--- src/rtl/rfbs_pkg.sv ---
`default_nettype none

package rfbs_pkg;

  localparam logic [9:0] MAX_WIDTH  = 10'd320;
  localparam logic [9:0] MAX_HEIGHT = 10'd240;

  localparam logic CMD_LOAD = 1'b0;
  localparam logic CMD_STEP = 1'b1;

  localparam logic [7:0] BUS_CMD_COLUMN = 8'h2A;
  localparam logic [7:0] BUS_CMD_PAGE   = 8'h2B;
  localparam logic [7:0] BUS_CMD_WRITE  = 8'h2C;

  typedef struct packed {
    logic       cmd;
    logic [8:0] start_x;
    logic [7:0] start_y;
    logic [8:0] width;
    logic [7:0] height;
    logic [4:0] red;
    logic [5:0] green;
    logic [4:0] blue;
  } req_t;

  typedef struct packed {
    logic        is_data;
    logic [15:0] bus_word;
    logic        last;
  } rsp_t;

  typedef enum logic [3:0] {
    SEL_COL_CMD   = 4'd0,
    SEL_COL_SH    = 4'd1,
    SEL_COL_SL    = 4'd2,
    SEL_COL_EH    = 4'd3,
    SEL_COL_EL    = 4'd4,
    SEL_PAGE_CMD  = 4'd5,
    SEL_PAGE_SH   = 4'd6,
    SEL_PAGE_SL   = 4'd7,
    SEL_PAGE_EH   = 4'd8,
    SEL_PAGE_EL   = 4'd9,
    SEL_WRITE_CMD = 4'd10,
    SEL_PIXEL     = 4'd11
  } word_sel_t;

  typedef struct packed {
    logic      load;
    logic      emit;
    logic      dec;
    logic      last;
    word_sel_t sel;
  } rfbs_ctrl_t;

  typedef struct packed {
    logic pix_zero;
    logic pix_last;
    logic out_full;
  } rfbs_status_t;

endpackage

`default_nettype wire

--- src/rtl/rfbs_ctrl.sv ---
`default_nettype none

module rfbs_ctrl import rfbs_pkg::*; (
  input  logic         clk,
  input  logic         rst,
  input  logic         req_valid,
  input  logic         req_cmd,
  input  logic         rsp_ready,
  input  rfbs_status_t status,
  output logic         req_ready,
  output rfbs_ctrl_t   ctrl
);

  typedef enum logic [2:0] {
    ST_IDLE   = 3'b001,
    ST_HEADER = 3'b010,
    ST_PIXELS = 3'b100
  } state_t;

  state_t     state, state_next;
  word_sel_t  phase, phase_next;
  logic       accept, step, load;

  assign req_ready = !status.out_full || rsp_ready;
  assign accept    = req_valid && req_ready;
  assign step      = accept && (req_cmd == CMD_STEP);
  assign load      = accept && (req_cmd == CMD_LOAD) && (state == ST_IDLE);

  always_comb begin
    state_next = state;
    phase_next = phase;
    unique case (state)
      ST_IDLE: begin
        if (load) begin
          state_next = ST_HEADER;
          phase_next = SEL_COL_CMD;
        end
      end
      ST_HEADER: begin
        if (step) begin
          if (phase == SEL_WRITE_CMD) begin
            phase_next = SEL_COL_CMD;
            state_next = status.pix_zero ? ST_IDLE : ST_PIXELS;
          end else begin
            phase_next = word_sel_t'(phase + 4'd1);
          end
        end
      end
      ST_PIXELS: begin
        if (step && status.pix_last) begin
          state_next = ST_IDLE;
        end
      end
      default: begin
        state_next = ST_IDLE;
        phase_next = SEL_COL_CMD;
      end
    endcase
  end

  always_ff @(posedge clk) begin
    if (rst) begin
      state <= ST_IDLE;
      phase <= SEL_COL_CMD;
    end else begin
      state <= state_next;
      phase <= phase_next;
    end
  end

  always_comb begin
    ctrl.load = load;
    ctrl.emit = step && (state != ST_IDLE);
    ctrl.dec  = step && (state == ST_PIXELS);
    ctrl.last = step && (state == ST_PIXELS) && status.pix_last;
    ctrl.sel  = (state == ST_PIXELS) ? SEL_PIXEL : phase;
  end

endmodule

`default_nettype wire

--- src/rtl/rfbs_datapath.sv ---
`default_nettype none

module rfbs_datapath import rfbs_pkg::*; (
  input  logic         clk,
  input  logic         rst,
  input  req_t         req,
  input  rfbs_ctrl_t   ctrl,
  input  logic         rsp_ready,
  output logic         rsp_valid,
  output rsp_t         rsp,
  output rfbs_status_t status
);

  logic [9:0]  col_start, col_end, page_start, page_end;
  logic [15:0] pixel_colour;
  logic [16:0] pixels_left;
  logic [9:0]  w_sat, h_sat;
  logic [19:0] area;
  rsp_t        word;

  assign w_sat = ({1'b0, req.width} > MAX_WIDTH) ? MAX_WIDTH : {1'b0, req.width};
  assign h_sat = ({2'b00, req.height} > MAX_HEIGHT) ? MAX_HEIGHT : {2'b00, req.height};
  assign area  = {10'd0, w_sat} * {10'd0, h_sat};

  always_ff @(posedge clk) begin
    if (rst) begin
      col_start    <= '0;
      col_end      <= '0;
      page_start   <= '0;
      page_end     <= '0;
      pixel_colour <= '0;
      pixels_left  <= '0;
    end else if (ctrl.load) begin
      col_start    <= {1'b0, req.start_x};
      col_end      <= {1'b0, req.start_x} + w_sat - 10'd1;
      page_start   <= {2'b00, req.start_y};
      page_end     <= {2'b00, req.start_y} + h_sat - 10'd1;
      pixel_colour <= {req.red, req.green, req.blue};
      pixels_left  <= area[16:0];
    end else if (ctrl.dec && (pixels_left != 17'd0)) begin
      pixels_left  <= pixels_left - 17'd1;
    end
  end

  always_comb begin
    word.is_data  = 1'b1;
    word.last     = ctrl.last;
    word.bus_word = '0;
    unique case (ctrl.sel)
      SEL_COL_CMD: begin
        word.is_data  = 1'b0;
        word.bus_word = {8'h00, BUS_CMD_COLUMN};
      end
      SEL_COL_SH:  word.bus_word = {14'd0, col_start[9:8]};
      SEL_COL_SL:  word.bus_word = {8'h00, col_start[7:0]};
      SEL_COL_EH:  word.bus_word = {14'd0, col_end[9:8]};
      SEL_COL_EL:  word.bus_word = {8'h00, col_end[7:0]};
      SEL_PAGE_CMD: begin
        word.is_data  = 1'b0;
        word.bus_word = {8'h00, BUS_CMD_PAGE};
      end
      SEL_PAGE_SH: word.bus_word = {14'd0, page_start[9:8]};
      SEL_PAGE_SL: word.bus_word = {8'h00, page_start[7:0]};
      SEL_PAGE_EH: word.bus_word = {14'd0, page_end[9:8]};
      SEL_PAGE_EL: word.bus_word = {8'h00, page_end[7:0]};
      SEL_WRITE_CMD: begin
        word.is_data  = 1'b0;
        word.bus_word = {8'h00, BUS_CMD_WRITE};
      end
      SEL_PIXEL:   word.bus_word = pixel_colour;
      default:     word.bus_word = '0;
    endcase
  end

  always_ff @(posedge clk) begin
    if (ctrl.emit) begin
      rsp <= word;
    end
  end

  always_ff @(posedge clk) begin
    if (rst) begin
      rsp_valid <= 1'b0;
    end else if (ctrl.emit) begin
      rsp_valid <= 1'b1;
    end else if (rsp_ready) begin
      rsp_valid <= 1'b0;
    end
  end

  assign status.pix_zero = (pixels_left == 17'd0);
  assign status.pix_last = (pixels_left == 17'd1);
  assign status.out_full = rsp_valid;

endmodule

`default_nettype wire

--- src/rtl/rectangle_fill_bus_sequencer_unit.sv ---
// Rectangle fill bus sequencer.
// The request channel (req_valid, req_ready, req) carries two kinds of request.
// A load request (cmd 0) sets the window corner, size and 5-6-5 colour; it is
// ignored while a fill is in progress and never produces a response.
// A step request (cmd 1) produces one bus write on the response channel
// (rsp_valid, rsp_ready, rsp): command 0x2A and four column bytes, command
// 0x2B and four page bytes, command 0x2C, then width times height colour
// words (width clamped to 320, height to 240), the last one flagged. A step
// with no fill in progress is dropped. The response appears in the output
// register in the cycle after its step is accepted, so one write per cycle is
// sustained while rsp_ready stays high. The rate is set by the one-entry output
// register: while it holds a response that the receiver stalls, req_ready stays
// low, and it rises again in the cycle the receiver takes the response.
// Reset clears the sequencer to idle with no fill loaded and drops any
// response still held in the output register.
`default_nettype none

module rectangle_fill_bus_sequencer_unit import rfbs_pkg::*; (
  input  logic clk,
  input  logic rst,
  input  logic req_valid,
  output logic req_ready,
  input  req_t req,
  output logic rsp_valid,
  input  logic rsp_ready,
  output rsp_t rsp
);

  rfbs_ctrl_t   ctrl;
  rfbs_status_t status;

  rfbs_ctrl u_ctrl (
    .clk       (clk),
    .rst       (rst),
    .req_valid (req_valid),
    .req_cmd   (req.cmd),
    .rsp_ready (rsp_ready),
    .status    (status),
    .req_ready (req_ready),
    .ctrl      (ctrl)
  );

  rfbs_datapath u_datapath (
    .clk       (clk),
    .rst       (rst),
    .req       (req),
    .ctrl      (ctrl),
    .rsp_ready (rsp_ready),
    .rsp_valid (rsp_valid),
    .rsp       (rsp),
    .status    (status)
  );

`ifndef ASSERT_OFF
  a_emit_on_accept: assert property (@(posedge clk) disable iff (rst)
    ctrl.emit |-> (req_valid && req_ready && req.cmd == CMD_STEP))
    else $error("bus write issued without an accepted step request");

  a_load_no_emit: assert property (@(posedge clk) disable iff (rst)
    !(ctrl.load && ctrl.emit))
    else $error("load and bus write in the same cycle");

  a_emit_shows: assert property (@(posedge clk) disable iff (rst)
    ctrl.emit |=> (rsp_valid && rsp.last == $past(ctrl.last)))
    else $error("bus write not presented on the response channel");

  a_last_is_data: assert property (@(posedge clk) disable iff (rst)
    (rsp_valid && rsp.last) |-> rsp.is_data)
    else $error("last flag on a command byte");
`endif

endmodule

`default_nettype wire
--- config.mk ---
export PLATFORM = sky130hd
export DESIGN_NAME = rectangle_fill_bus_sequencer_unit
export DESIGN_NICKNAME = d
export VERILOG_FILES = /design/src/rtl/rfbs_pkg.sv /design/src/rtl/rfbs_ctrl.sv /design/src/rtl/rfbs_datapath.sv /design/src/rtl/rectangle_fill_bus_sequencer_unit.sv
export SDC_FILE = /design/constraint.sdc
export NUM_CORES = 1
export LEC_CHECK = 0
export ABC_CLOCK_PERIOD_IN_PS = 5500
export BUFFER_PORTS_ARGS = -buffer_cell sky130_fd_sc_hd__buf_2
export CORE_ASPECT_RATIO = 0.5
export CORE_MARGIN = 1
export CORE_UTILIZATION = 55
export CTS_BUF_LIST = sky130_fd_sc_hd__clkbuf_4 sky130_fd_sc_hd__clkbuf_8 sky130_fd_sc_hd__clkbuf_16
export CTS_CLUSTER_SIZE = 14
export DETAILED_ROUTE_END_ITERATION = 8
export PLACE_DENSITY = 0.86
export SLEW_MARGIN = 0
export SYNTH_ARGS = -nofsm -noshare
export SYNTH_HDL_FRONTEND = slang
export SYNTH_HIERARCHICAL = 1
export SYNTH_SLANG_ARGS = --single-unit
export TNS_END_PERCENT = 100
--- constraint.sdc ---
create_clock -name clk -period 5.5 [get_ports clk]
set_input_delay 0.55 -clock clk [delete_from_list [all_inputs] [get_ports clk]]
set_output_delay 0.55 -clock clk [all_outputs]
set_load 0.02 [all_outputs]
==> results of run 1 <==
## per-stage QoR
step | setup TNS, ns | instance area (sq um) | setup WS (ns)
floorplan | -0.01058 | 7536 | -0.01058
global placement | -0.6864 | 8287 | -0.1967
detailed placement | -2.401 | 8287 | -0.3706
CTS | 0 | 8586 | 0.002515
global route | -0.5015 | 8787 | -0.1699
finish | -0.08955 | 8787 | -0.06632
## flip-flops by register name (all words and copies together) (netlist names)
register,cells
u_datapath/pixel_colour,16
u_datapath/rsp,18
u_datapath/col_start,9
u_ctrl/state,3
u_datapath/col_end,10
u_datapath/page_start,8
u_datapath/rsp_valid,1
u_datapath/page_end,10
u_ctrl/phase,4
u_datapath/pixels_left,17
## power by group
group          internal (mW)  total, mW  switching (mW)  leakage, nW
Sequential             0.763      0.801          0.0376        0.807
Clock                  0.321      0.626           0.305        0.140
Combinational          0.502       1.14           0.638         3.04
Total                   1.59       2.57           0.981         3.99
## final cells by class
| cell class | instances | share of cell area [%] |
|---|---|---|
| Clock inverter | 7 | 0.8401 |
| Tap cell | 170 | 2.421 |
| Inverter | 125 | 5.340 |
| Multi-Input combinational cell | 623 | 57.18 |
| Timing Repair Buffer | 112 | 7.732 |
| Clock buffer | 9 | 2.563 |
| Sequential cell | 96 | 23.92 |
## cells in the mapped netlist (all sizes together) (5+ instances only)
| library cell | n | area [sq um] |
|---|---|---|
| a21o | 5 | 37.54 |
| nor4 | 5 | 31.28 |
| a222oi | 5 | 50.05 |
| nand2b | 8 | 50.05 |
| o21ai | 33 | 168.9 |
| xnor2 | 22 | 192.7 |
| nand2 | 50 | 190.2 |
| a21oi | 25 | 125.1 |
| a22oi | 7 | 52.55 |
| inv | 122 | 457.9 |
| xor2 | 10 | 87.58 |
| fa | 44 | 880.8 |
| ha | 73 | 913.4 |
| dfxtp | 78 | 1562 |
| nor2 | 146 | 548.0 |
| buf | 6 | 30.02 |
| nor3b | 6 | 56.31 |
| edfxtp | 18 | 540.5 |
| nor2b | 7 | 46.30 |
| nor3 | 19 | 95.09 |
| o22ai | 11 | 68.82 |
| o21a | 6 | 45.04 |
| or3 | 7 | 46.29 |
| clkbuf | 18 | 67.56 |
| mux2i | 41 | 410.4 |
| and2 | 14 | 87.58 |
| a211oi | 13 | 97.59 |
| nand3 | 9 | 45.04 |
| a31oi | 6 | 37.54 |
## what timing repair did
action,4_1_cts,5_1_grt
hold buffers,0,0
setup buffers,0,3
pin swaps,1,19
setup endpoints to repair,2,7
resized for setup,0,42
## critical path, stage by stage
cell and delay, ns:
sky130_fd_sc_hd__buf_2 0.11, sky130_fd_sc_hd__or4_4 0.53, sky130_fd_sc_hd__o31a_1 0.34, sky130_fd_sc_hd__o21ai_4 0.22, sky130_fd_sc_hd__buf_12 0.15, sky130_fd_sc_hd__buf_6 0.10
sky130_fd_sc_hd__nand3_2 0.08, sky130_fd_sc_hd__fa_1 0.51, sky130_fd_sc_hd__fa_1 0.54, sky130_fd_sc_hd__inv_2 0.05, sky130_fd_sc_hd__fa_1 0.55, sky130_fd_sc_hd__inv_1 0.06
sky130_fd_sc_hd__fa_1 0.50, sky130_fd_sc_hd__inv_2 0.05, sky130_fd_sc_hd__ha_4 0.25, sky130_fd_sc_hd__o21a_1 0.13, sky130_fd_sc_hd__o31a_1 0.19, sky130_fd_sc_hd__o2111ai_2 0.21
sky130_fd_sc_hd__a31oi_2 0.28, sky130_fd_sc_hd__buf_4 0.15, sky130_fd_sc_hd__xnor2_1 0.12, sky130_fd_sc_hd__o22ai_1 0.10
## how the worst max path moves through the flow
stage	cells after the start	slack, ns	to
finish	22	-0.07	u_datapath/pixels_left[13]
global route	22	-0.17	u_datapath/pixels_left[13]
CTS	20	0.003	u_datapath/pixels_left[15]
detailed placement	20	-0.37	u_datapath/pixels_left[15]
global placement	20	-0.20	u_datapath/pixels_left[15]
floorplan	17	-0.01	u_datapath/pixels_left[15]
## kinds of logic (layout without fill, tap and decap cells)
| group | Yosys count | after routing | synth area share, % |
|---|---|---|---|
| fa+ha+maj | 117 | 117 | 23.95 |
| compound gates | 140 | 140 | 12.93 |
| simple gates | 293 | 293 | 18.29 |
| flops | 96 | 96 | 28.06 |
| buf+inv | 149 | 253 | 7.565 |
| xor+xnor | 32 | 32 | 3.741 |
| mux | 41 | 41 | 5.478 |
## per-layer routing
layer,up-vias,GRT usage (%)
met2,306,45.23
li1,3137,-
met1,3306,33.48
met3,75,5.469
met5,-,0
met4,0,10.77
==> flow_metrics.tcl, run 1 <==
set metrics [dict create \
    via_per_inst 5.975 \
    layout.core_utilization_pct 67.65 \
    grt_start_max_net_pins 64 \
    detailroute.wirelength.met2_microns 9303 \
    clock_pin_transition_on_the_worst_setup_and_hold_timing_paths_ns 0.07 \
    finalNonFillerCells 1142 \
    worst_r2r_endpoint "u_datapath/rsp[1]" \
    place.port_buffers 74 \
    wire_per_inst_microns 17.22 \
    worstSkewPairLatency_ns 0.35 \
    layout_common_cells "sky130_fd_sc_hd__nor2_1 (130), sky130_fd_sc_hd__inv_1 (118), sky130_fd_sc_hd__dfxtp_1 (78)" \
    ctsRootBufferMaster "sky130_fd_sc_hd__clkbuf_16" \
    antenna-diode-count 0 \
    cts_num_sinks 96 \
    grt_overflow 0 \
    route.antenna.remaining_nets 0 \
    synth.yosys.seq_area_share_pct 28.06 \
    tritoncts.num_buffers 9 \
    power-per-cell-area_nw_per_um2 292.1 \
    run_status "finished with violations" \
    worst-endpoint-arrival_ns 5.78 \
    report.power.total_mw 2.567 \
    htreeDepth 3 \
    design.die.area_sq_um 14120 \
    layout_commonest_cell "sky130_fd_sc_hd__nor2_1" \
    ir_drop_v 0.0001554 \
    final_critical_path_setup_slack_ns -0.06632 \
    hold_slack_final_ns 0.4356 \
    endpoint_kind "flop" \
    synth_cell_type_count 69 \
    post_route_cells_drive_above_1_share_pct 18.93 \
    max_freq_ghz 0.1797 \
    postSynthNetCount 1040 \
    number_of_violations_of_the_max_capacitance_limit 0 \
    slew-limit-headroom_pct 30.32 \
    multi_input_area_sq_um 5025 \
    tritoncts "built" \
    drcViolationCount 0 \
    finalNetCount 1139 \
    core-area_sq_um 12990 \
    power.static_leakage_nw 3.991 \
    post-route-min-period_ns 5.566 \
    detail_route.iter0.violations 656 \
    hold_violations 0 \
    area.growth.synth_to_final_pct 17.28 \
    synth_seq_cells 96 \
    regArea_sq_um 2102 \
    worst-slew-pin-transition_ns 1.041 \
    detailed_routing_iterations_pass_1 5 \
    synthArstFlopShare_pct 0 \
    timing.final.crit_share_pct 101.2 \
    die_outline_height_microns 84.53 \
    violated_checks "negative setup slack" \
    pin_count 75 \
    cts_max_path_buffers 2 \
    hold_path_end "u_datapath/pixel_colour[9]" \
    grt_pass1_vias 6476 \
    place.gp.congestion 0.9262 \
    synth_edf_count 18 \
    final_max_slew_viols 0 \
    crit-reg2reg-launch "u_ctrl/state[2]" \
    worst_clock_skew_ns 0.005509 \
    grt_pass1_wl_microns 29970 \
    fillers 925 \
    synth-warning-count 6 \
    ff2ff_setup_slack_ns 2.57 \
    wl_met1_microns 8344 \
    timing.critical_path.from_type "input port" \
    dr_wl_met3_microns 1338 \
    synth_ff_type "sky130_fd_sc_hd__dfxtp_1" \
    synthesis.instances 868 \
    route.final.wire_length_microns 19660 \
    routed.top_layer "met4" \
    reg2regPathDepth 7 \
    worst_setup_path_startpoint "req[24]" \
    syn_area_sq_um 7492 \
    crit_fanout 5 \
    die_width_microns 167.1 \
    worstHoldPathCells 3 \
    rows 29 \
    syn_area_per_cell_sq_um 8.632 \
    timing.setup.critical_path_class "input port to flop" \
    worstHoldStart "req[9]" \
    grtUsageTotal_pct 26.64 \
    dp_cells 1123 \
    hold_path.class "input port to flop" \
    initial_core_util_pct 57.68 \
    hpwlAfterDp_microns 14060 \
    antenna_found_initial 0 \
    detailroute.via_count 6824 \
    report.final.setup_viol 2 \
    cp_data_required_time_ns 5.71 \
]
Note: power is estimated with default switching activity, not from simulation.
==> inputs of run 2 (changes only) <==
==> constraint.sdc (replaced) <==
create_clock -name clk -period 5.5 [get_ports clk]
set_input_delay 0 -clock clk [delete_from_list [all_inputs] [get_ports clk]]
set_output_delay 0 -clock clk [all_outputs]
set_load 0.02 [all_outputs]
==> flow_metrics.tcl, run 2 (synthesized netlist as in run 1, its figures left out) <==
set metrics [dict create \
    post-route-min-period_ns 5.175 \
    slew-limit-headroom_pct 30.62 \
    timing.final.crit_share_pct 94.09 \
    top_regs "u_datapath/rsp x18, u_datapath/pixels_left x17, u_datapath/pixel_colour x16" \
    layout_common_cells "sky130_fd_sc_hd__nor2_1 (145), sky130_fd_sc_hd__inv_1 (120), sky130_fd_sc_hd__dfxtp_1 (78)" \
    cp_data_required_time_ns 5.75 \
    largest_register_ffs 18 \
    dpl-instance-area_sq_um 8048 \
    antenna-diode-count 0 \
    place.gp.congestion 0.9317 \
    worst-slew-pin-transition_ns 1.037 \
    ff2ff_setup_slack_ns 2.52 \
    totalNegativeSetupSlack_ns 0 \
    grt_pass1_wl_microns 32530 \
    finalNetCount 1144 \
    timing.setup.critical_path_class "input port to flop" \
    hold_path.class "input port to flop" \
    route.antenna.remaining_nets 0 \
    power-per-cell-area_nw_per_um2 277.2 \
    crit-reg2reg-launch "u_ctrl/state[2]" \
    slowest_stage "sky130_fd_sc_hd__fa_1" \
    max_freq_ghz 0.1932 \
    tritoncts "built" \
    number_of_violations_of_the_max_capacitance_limit 0 \
    post-cts-setup-buffers 0 \
    endpoint_kind "flop" \
    timing.critical_path.from_type "input port" \
    rows 29 \
    worst_setup_path_startpoint "req[24]" \
    detail_route.iter0.violations 612 \
    register_with_the_most_flip_flops "u_datapath/rsp" \
    grt_pass1_vias 6788 \
    report.power.total_mw 2.409 \
    tritoncts.num_buffers 9 \
    crit_chain "buf_2 > or4_1 > o31a_1 > o21ai_1 > buf_4 > nand2_1 > nor2_1 > fa_1 > fa_1 > fa_1 > inv_1 > fa_1 > inv_1 > ha_1 > a21o_1 > a21oi_1 > a31oi_1 > a2bb2o_1 > a2111oi_2" \
    run_status "completed" \
    crit_path_end "u_datapath/pixels_left[15]" \
    timing.critical_path.slowest_cell_delay_ns 0.55 \
    worst_clock_skew_ns 0.01161 \
    cts_num_sinks 96 \
    hold_slack_final_ns 0.1730 \
    cts_max_path_buffers 2 \
    design.die.area_sq_um 14120 \
    die_outline_height_microns 84.53 \
    crit_path_frequent_cell "sky130_fd_sc_hd__fa_1" \
    detailed_routing_iterations_pass_1 6 \
    grt_overflow 0 \
    worstSkewPairLatency_ns 0.35 \
    grt_start_max_net_pins 64 \
    clock_pin_transition_on_the_worst_setup_and_hold_timing_paths_ns 0.08 \
    cts_repair_resize_count 0 \
    report.final.setup_viol 0 \
    power.static_leakage_nw 3.981 \
    cts_hold_buffers 34 \
    place.port_buffers 74 \
    htreeDepth 3 \
    hpwlAfterDp_microns 13430 \
    initial_core_util_pct 57.68 \
    route.final.wire_length_microns 19840 \
    hold_violations 0 \
    die_width_microns 167.1 \
    worst_r2r_endpoint "u_datapath/rsp[4]" \
    post_route_cells_drive_above_1_share_pct 11.87 \
    detailroute.via_count 6834 \
    worst-endpoint-arrival_ns 5.43 \
    final_max_slew_viols 0 \
    core-area_sq_um 12990 \
    grtUsageTotal_pct 28.84 \
    ir_drop_v 0.0002547 \
    drcViolationCount 0 \
    fillers 930 \
    setup_repair_after_global_routing_missed_its_margin "no" \
    antenna_found_initial 0 \
    final_area_sq_um 8692 \
    layout_commonest_cell "sky130_fd_sc_hd__nor2_1" \
    pin_count 75 \
    wire_per_inst_microns 17.30 \
    crit_fanout 9 \
    reg2regPathDepth 7 \
    via_per_inst 5.958 \
    ctsRootBufferMaster "sky130_fd_sc_hd__clkbuf_16" \
    area.growth.synth_to_final_pct 16.02 \
]
[run 2: critical path, delay by kind of cell]
family	cells	cell delay, ns
AOI/OAI and AO/OA	7	1.70
adders and majority gates	5	2.37
buffers and inverters	4	0.37
and+or+nand+nor	3	0.99
[run 2: metrics by stage]
stage	std cells	util [%]	setup WS, ns
floorplan	868	-	0.3202
global placement	1097	61.95	0.2423
detailed placement	1097	61.95	-0.01518
CTS	1147	66.91	0.3575
global route	1147	66.91	0.06882
finish	1147	66.91	0.3251
[run 2: area by class of cell]
cell class | instances | area (sq um) | area share (%)
multi-input combinational | 623 | 4826 | 55.52
tap | 170 | 212.7 | 2.447
clock inverter | 7 | 78.83 | 0.9069
inverter | 125 | 469.2 | 5.398
sequential | 96 | 2102 | 24.18
timing repair buffer | 117 | 778.2 | 8.953
clock buffer | 9 | 225.2 | 2.591
[run 2: worst min-delay path by stage]
| stage | depth (start not counted) | end | startpoint |
|---|---|---|---|
| finish | 5 | u_ctrl/phase[3] | req[50] |
| global route | 3 | u_datapath/pixels_left[0] | req[16] |
| CTS | 5 | u_ctrl/phase[3] | req[50] |
| detailed placement | 3 | u_datapath/pixel_colour[10] | req[10] |
| global placement | 3 | u_datapath/pixel_colour[10] | req[10] |
| floorplan | 1 | u_ctrl/state[1] | rst |
[run 2: per-layer routing]
layer  vias to the layer above  track usage [%]  part of all wire (%)
met1                      3243            35.23                    41
met3                        61            6.695                   8.7
met4                         0            11.78                   3.0
met5                         -                0                     0
li1                       3152                -                     -
met2                       378            49.56                    48
[run 2: report_power, final]
group,total (mW),switching [mW],internal (mW)
Sequential,0.800,0.0374,0.763
Combinational,0.962,0.565,0.397
Clock,0.647,0.321,0.326
Total,2.41,0.923,1.49
==> inputs of run 3 (changes only) <==
--- a/config.mk
+++ b/config.mk
@@ -10,10 +10,9 @@
 export CORE_ASPECT_RATIO = 0.5
 export CORE_MARGIN = 1
 export CORE_UTILIZATION = 55
-export CTS_BUF_LIST = sky130_fd_sc_hd__clkbuf_4 sky130_fd_sc_hd__clkbuf_8 sky130_fd_sc_hd__clkbuf_16
 export CTS_CLUSTER_SIZE = 14
 export DETAILED_ROUTE_END_ITERATION = 8
-export PLACE_DENSITY = 0.86
+export PLACE_DENSITY = 0.78
 export SLEW_MARGIN = 0
 export SYNTH_ARGS = -nofsm -noshare
 export SYNTH_HDL_FRONTEND = slang
==> flow_metrics.tcl, run 3 (synthesized netlist as in run 1, its figures left out) <==
set metrics [dict create \
    run_status "completed" \
    grt_pass1_vias 6320 \
    via_per_inst 5.691 \
    grt_start_max_net_pins 64 \
    worst_setup_path_startpoint "req[24]" \
    ctsRootBufferMaster "sky130_fd_sc_hd__clkbuf_16" \
    grtUsageTotal_pct 26.43 \
    cts_hold_buffers 34 \
    core-area_sq_um 12990 \
    htreeDepth 3 \
    place.gp.congestion 0.9107 \
    worst_r2r_endpoint "u_datapath/pixels_left[6]" \
    detailroute.wirelength.met2_microns 8401 \
    crit-reg2reg-launch "u_ctrl/state[1]" \
    worst-endpoint-arrival_ns 5.49 \
    hpwlAfterDp_microns 13350 \
    antenna_found_initial 0 \
    top_regs "u_datapath/rsp x18, u_datapath/pixels_left x17, u_datapath/pixel_colour x16" \
    number_of_violations_of_the_max_capacitance_limit 0 \
    rows 29 \
    fillers 1019 \
    report.final.setup_viol 0 \
    clock_pin_transition_on_the_worst_setup_and_hold_timing_paths_ns 0.07 \
    cts_num_sinks 96 \
    detailroute.via_count 6533 \
    dpl-instance-area_sq_um 8055 \
    cts_max_path_buffers 2 \
    route.final.wire_length_microns 18140 \
    crit_path_end "u_datapath/pixels_left[15]" \
    preCtsSetupSlack_ns 0.00003997 \
    hold_violations 0 \
    cts_repair_resize_count 0 \
    crit_chain "buf_2 > or4_1 > o31a_1 > o21ai_1 > buf_4 > nand2_1 > nor2_1 > fa_1 > fa_1 > fa_1 > inv_1 > fa_1 > inv_1 > ha_1 > a21o_1 > a21oi_1 > a31oi_1 > a2bb2o_1 > a2111oi_2" \
    wl_met1_microns 8321 \
    ff2ff_setup_slack_ns 2.61 \
    layout_commonest_cell "sky130_fd_sc_hd__nor2_1" \
    multi_input_area_sq_um 4826 \
    post-cts-setup-buffers 0 \
    setup_repair_after_global_routing_missed_its_margin "no" \
    largest_register_ffs 18 \
    endpoint_kind "flop" \
    initial_core_util_pct 57.68 \
    timing.final.crit_share_pct 95.36 \
    route.antenna.remaining_nets 0 \
    grt_overflow 0 \
    slowest_stage "sky130_fd_sc_hd__fa_1" \
    power-per-cell-area_nw_per_um2 270.8 \
    detail_route.iter0.violations 550 \
    slew-limit-headroom_pct 29.96 \
    design.die.area_sq_um 14120 \
    post_route_cells_drive_above_1_share_pct 11.96 \
    place.port_buffers 74 \
    final_max_slew_viols 0 \
    power.static_leakage_nw 3.975 \
    die_width_microns 167.1 \
    regArea_sq_um 2102 \
    ir_drop_v 0.0002135 \
    cp_data_required_time_ns 5.74 \
    routed.top_layer "met4" \
    timing.setup.critical_path_class "input port to flop" \
    area.growth.synth_to_final_pct 15.88 \
    worst_clock_skew_ns 0.01087 \
    drcViolationCount 0 \
    grt_pass1_wl_microns 30060 \
    max_freq_ghz 0.1907 \
    wire_per_inst_microns 15.80 \
    final_critical_path_setup_slack_ns 0.2552 \
    worstSkewPairLatency_ns 0.35 \
    crit_fanout 9 \
    pin_count 75 \
    post-route-min-period_ns 5.245 \
    crit_path_frequent_cell "sky130_fd_sc_hd__fa_1" \
    hold_path.class "input port to flop" \
    die_outline_height_microns 84.53 \
    layout_common_cells "sky130_fd_sc_hd__nor2_1 (145), sky130_fd_sc_hd__inv_1 (120), sky130_fd_sc_hd__dfxtp_1 (78)" \
    timing.critical_path.from_type "input port" \
    totalNegativeSetupSlack_ns 0 \
    layout.core_utilization_pct 66.84 \
    tritoncts "built" \
    detailed_routing_iterations_pass_1 5 \
    finalNetCount 1145 \
    antenna-diode-count 0 \
    tritoncts.num_buffers 9 \
    timing.critical_path.slowest_cell_delay_ns 0.54 \
    dr_wl_met3_microns 1101 \
    worstHoldPathCells 3 \
    reg2regPathDepth 7 \
    worst-slew-pin-transition_ns 1.049 \
    register_with_the_most_flip_flops "u_datapath/rsp" \
    final_area_sq_um 8682 \
]
## run 3: critical path, delay by kind of cell
family	cells	cell delay, ns
AO/OA/AOI/OAI	7	1.77
adder cells (fa/ha/maj)	5	2.39
buffers and inverters	4	0.37
AND/OR/NAND/NOR	3	0.94
## run 3: layout make-up
type	count	share of cell area [%]
multi-input cells	623	55.58
flip-flops and latches	96	24.21
repair buffers	118	9.050
inverters	125	5.404
clock buffers	9	2.594
well taps	170	2.450
clock inverters	7	0.7062
## run 3: how the worst min path moves through the flow
stage	start	to
after floorplan	rst	u_ctrl/state[1]
after global placement	req[1]	u_datapath/pixel_colour[1]
after detailed placement	req[10]	u_datapath/pixel_colour[10]
after CTS	req[16]	u_datapath/pixels_left[0]
after global routing	req[16]	u_datapath/pixels_left[0]
final	req[16]	u_datapath/pixels_left[0]
## run 3: power by group
group | switching (mW) | internal (mW) | total (mW) | leakage, nW
clock network | 0.294 | 0.317 | 0.611 | 0.140
logic | 0.545 | 0.394 | 0.940 | 3.03
registers | 0.0374 | 0.763 | 0.801 | 0.807
total | 0.877 | 1.47 | 2.35 | 3.97
## run 3: through the flow
step / cells / power (mW) / hold slack [ns]
final: 1148 / 2.351 / 0.1512
after global routing: 1148 / 2.510 / 0.1231
after CTS: 1148 / 2.354 / 0.1161
after detailed placement: 1098 / 1.722 / 0.2425
after global placement: 1098 / 1.691 / 0.2377
after floorplan: 868 / 1.502 / 0.06907
## run 3: per-layer routing
layer / GRT usage [%] / up-vias
met1: 36.12 / 3119
met5: 0 / -
met4: 7.576 / 0
met3: 3.583 / 28
li1: - / 3149
met2: 44.09 / 237
